[config.mk]
export PLATFORM = sky130hd
export DESIGN_NAME = crtr_div
export DESIGN_NICKNAME = d
export VERILOG_FILES = /design/src/assert_macros.svh /design/src/crtr_pkg.sv /design/src/crtr_div.sv
export SDC_FILE = /design/constraint.sdc
export NUM_CORES = 1
export LEC_CHECK = 0
export BUFFER_PORTS_ARGS = -buffer_cell sky130_fd_sc_hd__buf_4
export CAP_MARGIN = 20
export CORE_MARGIN = 4
export CORE_UTILIZATION = 57
export DETAILED_ROUTE_END_ITERATION = 10
export PLACE_DENSITY = 0.88
export SLEW_MARGIN = 15
export SYNTH_ARGS = -nofsm -noshare
export SYNTH_HDL_FRONTEND = slang
export SYNTH_SLANG_ARGS = --single-unit
export TNS_END_PERCENT = 30
[constraint.sdc]
create_clock -name clk_i -period 7.9 [get_ports clk_i]
set_clock_uncertainty 0.05 [all_clocks]
set_input_delay 0.395 -clock clk_i [delete_from_list [all_inputs] [get_ports clk_i]]
set_output_delay 0.395 -clock clk_i [all_outputs]
set_load 0.01 [all_outputs]
[src/assert_macros.svh]
// Assertion helpers for the RTL.
`ifndef ASSERT_MACROS_SVH
`define ASSERT_MACROS_SVH

// Same-cycle implication, off while reset is asserted.
`define ASSERT_IMPL(lbl, clk, rst_n, pre, post, msg) \
  lbl: assert property (@(posedge clk) disable iff (!rst_n) (pre) |-> (post)) \
    else $error(msg);

// Next-cycle implication, off while reset is asserted.
`define ASSERT_NEXT(lbl, clk, rst_n, pre, post, msg) \
  lbl: assert property (@(posedge clk) disable iff (!rst_n) (pre) |=> (post)) \
    else $error(msg);

`endif

[src/crtr_pkg.sv]
package crtr_pkg;

  // Word field widths
  localparam int unsigned ACTION_W    = 2;
  localparam int unsigned SAMPLE_W    = 16;
  localparam int unsigned INDEX_W     = 12;
  localparam int unsigned COLUMN_W    = 4;
  localparam int unsigned STATUS_W    = 2;

  // Configuration port
  localparam int unsigned NUM_COLS_W  = 5;
  localparam int unsigned OUT_STEPS_W = 13;
  localparam int unsigned CFG_IDX_W   = 2;
  localparam int unsigned CFG_DATA_W  = 13;

  localparam logic [CFG_IDX_W-1:0] CFG_NUM_COLS  = 2'd0;
  localparam logic [CFG_IDX_W-1:0] CFG_OUT_STEPS = 2'd1;

  localparam logic [NUM_COLS_W-1:0]  NUM_COLS_RST  = 5'd1;
  localparam logic [OUT_STEPS_W-1:0] OUT_STEPS_RST = 13'd2;

  // Actions
  localparam logic [ACTION_W-1:0] ACT_CLEAR = 2'd0;
  localparam logic [ACTION_W-1:0] ACT_LOAD  = 2'd1;
  localparam logic [ACTION_W-1:0] ACT_QUERY = 2'd2;
  localparam logic [ACTION_W-1:0] ACT_NOP   = 2'd3;

  // Result status
  localparam logic [STATUS_W-1:0] ST_OK        = 2'd0;
  localparam logic [STATUS_W-1:0] ST_FEW_ROWS  = 2'd1;
  localparam logic [STATUS_W-1:0] ST_OUT_RANGE = 2'd2;

  // Datapath widths
  localparam int unsigned PHASE_W = 16;
  localparam int unsigned DVS_W   = OUT_STEPS_W;
  localparam int unsigned MUL_A_W = 17;
  localparam int unsigned MUL_B_W = 21;
  localparam int unsigned MUL_P_W = MUL_A_W + MUL_B_W;
  localparam int unsigned T_W     = 17;
  localparam int unsigned C_W     = 21;
  localparam int unsigned X_W     = 40;
  localparam int unsigned X_LO_W  = 19;
  localparam int unsigned ACC_W   = 58;

  // Divider status seen by the sequencer
  typedef struct packed {
    logic busy;
    logic done;
  } div_stat_t;

endpackage

[src/crtr_div.sv]
module crtr_div #(
  parameter int unsigned DVD_W = 38
) (
  input  logic                       clk_i,
  input  logic                       rst_ni,
  input  logic                       start_i,
  input  logic [DVD_W-1:0]           dividend_i,
  input  logic [crtr_pkg::DVS_W-1:0] divisor_i,
  output logic [DVD_W-1:0]           quotient_o,
  output crtr_pkg::div_stat_t        stat_o
);

  import crtr_pkg::*;

  localparam int unsigned CNT_W = $clog2(DVD_W + 1);

  logic             busy_q, busy_d;
  logic             done_q, done_d;
  logic [CNT_W-1:0] cnt_q, cnt_d;
  logic [DVD_W-1:0] quo_q, quo_d;
  logic [DVS_W:0]   rem_q, rem_d;
  logic [DVS_W-1:0] dvs_q, dvs_d;
  logic [DVS_W:0]   rem_sh;
  logic             fits;

  // One quotient bit per cycle, restoring form
  always_comb begin
    rem_sh = {rem_q[DVS_W-1:0], quo_q[DVD_W-1]};
    fits   = rem_sh >= {1'b0, dvs_q};
    busy_d = busy_q;
    done_d = 1'b0;
    cnt_d  = cnt_q;
    quo_d  = quo_q;
    rem_d  = rem_q;
    dvs_d  = dvs_q;
    if (start_i) begin
      busy_d = 1'b1;
      cnt_d  = CNT_W'(DVD_W);
      quo_d  = dividend_i;
      rem_d  = '0;
      dvs_d  = divisor_i;
    end else if (busy_q) begin
      quo_d = {quo_q[DVD_W-2:0], fits};
      rem_d = fits ? rem_sh - {1'b0, dvs_q} : rem_sh;
      cnt_d = cnt_q - 1'b1;
      if (cnt_q == CNT_W'(1)) begin
        busy_d = 1'b0;
        done_d = 1'b1;
      end
    end
  end

  always_ff @(posedge clk_i or negedge rst_ni) begin
    if (!rst_ni) begin
      busy_q <= 1'b0;
      done_q <= 1'b0;
      cnt_q  <= '0;
    end else begin
      busy_q <= busy_d;
      done_q <= done_d;
      cnt_q  <= cnt_d;
    end
  end

  always_ff @(posedge clk_i) begin
    quo_q <= quo_d;
    rem_q <= rem_d;
    dvs_q <= dvs_d;
  end

  assign quotient_o  = quo_q;
  assign stat_o.busy = busy_q;
  assign stat_o.done = done_q;

endmodule

# After elaboration in Yosys (flattened, before gate mapping)
# Index checks and enable logic that the tools add are counted.
# word_totals
reg_bits	72
input_bits	54
out_inout_bits	40
elab_cells	22
# classes
n_addsub	2
magnitude_cmp	1
eq_ne	1
muxes	11
reduce_logical	1
# ops
operator	count
$mux W38	2
$ge A14 B13 Y1	1
$mux W13	1
$sub A13 B13 Y13	1
$mux W6	2
$eq A6 B1 Y1 const B	1
$mux W1	6
$sub A6 B1 Y6 const B	1
$reduce_bool A2 Y1	1

# Longest topological paths before layout
# logic_depth
word_depth	4
depth_mapped	11
ltp_nobuf	10

# Worst setup path before layout
# Ideal clock, no wire load.
# synth_timing
path_type	reg2reg
start	reg quo_q[37], in the netlist quotient_o[37]
end	reg rem_q[10]
setup_time_ns	0.137
arrival_ns	2.552
t_required_ns	7.713
slack_ns	5.160
path_stages_with_launch	12
path_buffers	1
period_less_slack_ns	2.740
path_cell_list	edfxtp_1 > inv_1 > ha_1 > inv_1 > fa_1 > a21o_1 > a221oi_4 > o211ai_2 > a41oi_4 > buf_6 > mux2i_1 > a211oi_1
# synth_via
elab_chain_cells	2
elab_cells_between_ends	3
cone_classes	add/sub: 1; order compare: 1; mux: 1
# synth_rtl
element	line	text
start, declared	crtr_div.sv:20	logic [DVD_W-1:0] quo_q, quo_d;
start signal, assigned	crtr_div.sv:66	quo_q <= quo_d;
$sub A13 B13 Y13 or $ge A14 B13 Y1 (tied branches)	crtr_div.sv:44, crtr_div.sv:29	
$mux W13 *	crtr_div.sv:44	rem_d = fits ? rem_sh - {1'b0, dvs_q} : rem_sh;
end signal, assigned	crtr_div.sv:67	rem_q <= rem_d;
end, declared	crtr_div.sv:21	logic [DVS_W:0] rem_q, rem_d;
# Every way passes the cells marked *; elsewhere a longest branch is shown, timed or not.
# A chain may end at the register's enable or synchronous reset.

# Worst setup path in the final report
# layout_timing
start	reg quo_q[37], in the netlist quotient_o[37]
end	reg rem_q[6]
# The elaborated chain is that of the path after synthesis.

==> impl_metrics.toml <==
[floorplan]
start_util_pct = 60.3
dieArea_um2 = 7800
rows = 28
core_um2 = 6100
die_y_um = 88.3
boundaryPins = 94
die_w_um = 88.3

[place]
place_hpwl_mm = 5.69
gp_congestion = 0.828
placed_area_um2 = 4390
port_buffers = 93

[worst_setup_path]
cp-start-kind = "flop"
crit_top_cell = "inv_1"
slowest_delay_ns = 0.68
cp_top_family = "compound AO/OA/AOI/OAI gates"
path_buf_inv = 2
cp_slowest_cell = "a41oi_4"
worstPathMaxFanout = 19
end_kind = "flop"
critPathArrivalTime_ns = 3.34
worstPathRequired_ns = 8.10
crit_chain = "inv_1, ha_1, inv_1, fa_1, a21o_1, a221oi_4, o211ai_2, a41oi_4, mux2i_1, a211oi_1"
path_class = "flop to flop"

[final_layout]
final_cell_mix = "94 x buf_4, 51 x edfxtp_1, 37 x mux2_2, 20 x inv_1, 18 x nor2_1"
layout_commonest_cell = "buf_4"
synthToLayoutAreaGrowth_pct = 24.7
diodes = 0
fin_area_um2 = 4590
drive_gt1_share_pct = 42.0
final_nets = 448
fillers = 403

[timing]
tns_ns = 0
period_share_pct = 39.8
rsz0062_at_grt = "no"
worst_slew_pin_slew_ns = 0.931
hold_violations = 0
slew_headroom_pct = 37.9
slew_viol_final = 0
fin_crit_ns = 3.14
report.final.setup_viol = 0
fmax_ghz = 0.318

[power_and_ir_drop]
pwr_density_cell_nw_per_um2 = 264
leakage_nw = 2.05
peakVddDrop_uv = 171

[clock_network]
clkTransAtPathRegs_ns = 0.08
clockBufferDepth = 2
ctsHtreeMaxLevel = 3
clkLatencyLatePin_ns = 0.36
cts_resized = 0
cts-root-buf = "clkbuf_8"
cts_tree = "done"
cts_sinks = 72
cts_made_buffers = 9

[route]
wl_per_cell_um = 17.9
ant_nets = 0
dr.pass1.iters = 4
drcViolationCount = 0
drt_iter0_markers = 220
routed_wl_mm = 8.22
vias = 2596
via_per_inst = 5.67

[yosys]
netlist.area_leader.share_pct = 41.7
synth_area_um2 = 3680
synth_edf_count = 51
synthTopCellsByArea = "edfxtp_1 42%, mux2_2 11%, dfxtp_1 7.1%, dfrtp_1 5.4%, ha_1 5.1%"
synthCells = 289
ys.flop_type = "edfxtp_1"
ys_ff_latch = 72
avgSynthCellArea_um2 = 12.7
seq_area_frac_synth_pct = 54.2
synth_cell_type_count = 47
synth_fp_nets = 359
async_reset_ff_share_pct = 11.1
synth_warnings = 0
yosysTopAreaCell = "edfxtp_1"

[outcome]
status = "completed"

[grt]
grt_start_max_net_pins = 68
grt_pass1_vias = 2637
grt_overflow = 0
grt_pass1_wl_mm = 12.7
antenna_found_initial = 0
track_usage_pct = 21.4

[flow_run]
cap_violations = 0

[hold_path]
min_path_type = "input port to flop"
==> metal layers <==
layer | routed length (um) | GRT usage, % | vias to the layer above | part of all wire [%]
li1 | - | - | 1250 | -
met1 | 3340 | 25.8 | 1253 | 41
met2 | 4220 | 36.1 | 71 | 51
met3 | 367 | 6.05 | 22 | 4.5
met4 | 285 | 8.65 | 0 | 3.5
met5 | 0 | 0 | - | 0
==> state kept, by name, summed over array words and instances, names as in the netlist <==
signal,flops
cnt_q,6
done_q,1
quotient_o,38
busy_q,1
rem_q,13
dvs_q,13
==> report_power, final <==
part	total [W]	switching [W]	internal (W)	leakage, nW
Clock	0.000280	0.000160	0.000120	0.0863
Sequential	0.000502	0.0000382	0.000464	0.729
Combinational	0.000430	0.000221	0.000209	1.23
==> final cells by class <==
class                   count  area, um2  share of cell area, %
clock buffers               9        124                   2.70
clock inverters             7       62.6                   1.36
inverters                  20       75.1                   1.64
multi-input cells         180       1520                   33.2
flip-flops and latches     72       1990                   43.4
well taps                  75       93.8                   2.05
repair buffers             95        716                   15.6
==> what timing repair did <==
action / in CTS / in global routing
hold buffers: 1 / 0
endpoints found under the setup margin: 0 / 0
buffers inserted: 0 / 0
endpoints found under the hold margin: 8 / 0
==> kinds of logic after synthesis <==
logic type	synth area share (%)
adder cells (fa/ha/maj)	5.65
AO/OA/AOI/OAI	11.4
AND/OR/NAND/NOR	7.49
multiplexers	13.8
XOR/XNOR	3.10
buffers and inverters	4.39
flip-flops	54.2
==> worst paths after layout <==
| check | from | end | slack (ns) | cells after the start |
|---|---|---|---|---|
| min in group asynchronous | rst_ni | cnt_q[2] | 0.33 | 2 |
| min | divisor_i[9] | dvs_q[9] | 0.17 | 1 |
| max | quotient_o[37] | rem_q[6] | 4.76 | 10 |
| max reg2reg | quotient_o[37] | rem_q[6] | 4.76 | 10 |
| min reg2reg | rem_q[8] | rem_q[8] | 0.46 | 2 |
| max in group asynchronous | rst_ni | cnt_q[1] | 7.33 | 2 |
==> through the flow <==
stage / power, W / setup WS, ns / std cells / hold slack, ns / util, %
3_3_place_gp: 0.000911 / 4.91 / 441 / 0.166 / 72.0
2_1_floorplan: 0.000819 / 5.16 / 289 / 0.0494 / -
5_1_grt: 0.00128 / 4.61 / 458 / 0.149 / 75.2
4_1_cts: 0.00121 / 4.79 / 458 / 0.156 / 75.2
6_report: 0.00121 / 4.76 / 458 / 0.167 / 75.2
3_5_place_dp: 0.000929 / 4.82 / 441 / 0.170 / 72.0
==> Yosys cell counts, types with 2 or more instances <==
cell / number
a21o_1: 7
a21oi_1: 10
mux2i_1: 9
dfrtp_1: 8
nand2b_1: 2
clkbuf_1: 9
a31o_2: 2
buf_4: 2
inv_1: 20
and4_2: 3
edfxtp_1: 51
xnor2_1: 10
nand2_1: 11
buf_6: 2
or2_2: 3
nand3_1: 2
a31oi_1: 4
nand4_1: 2
a311oi_1: 3
nor2b_1: 3
dfxtp_1: 13
nor4_1: 3
ha_1: 15
nor3_1: 2
mux2_2: 37
a211oi_1: 8
buf_1: 4
xor2_1: 3
o21ai_0: 5
nor2_1: 18
and3_1: 2
No activity file was read; power rests on OpenSTA's default activity.
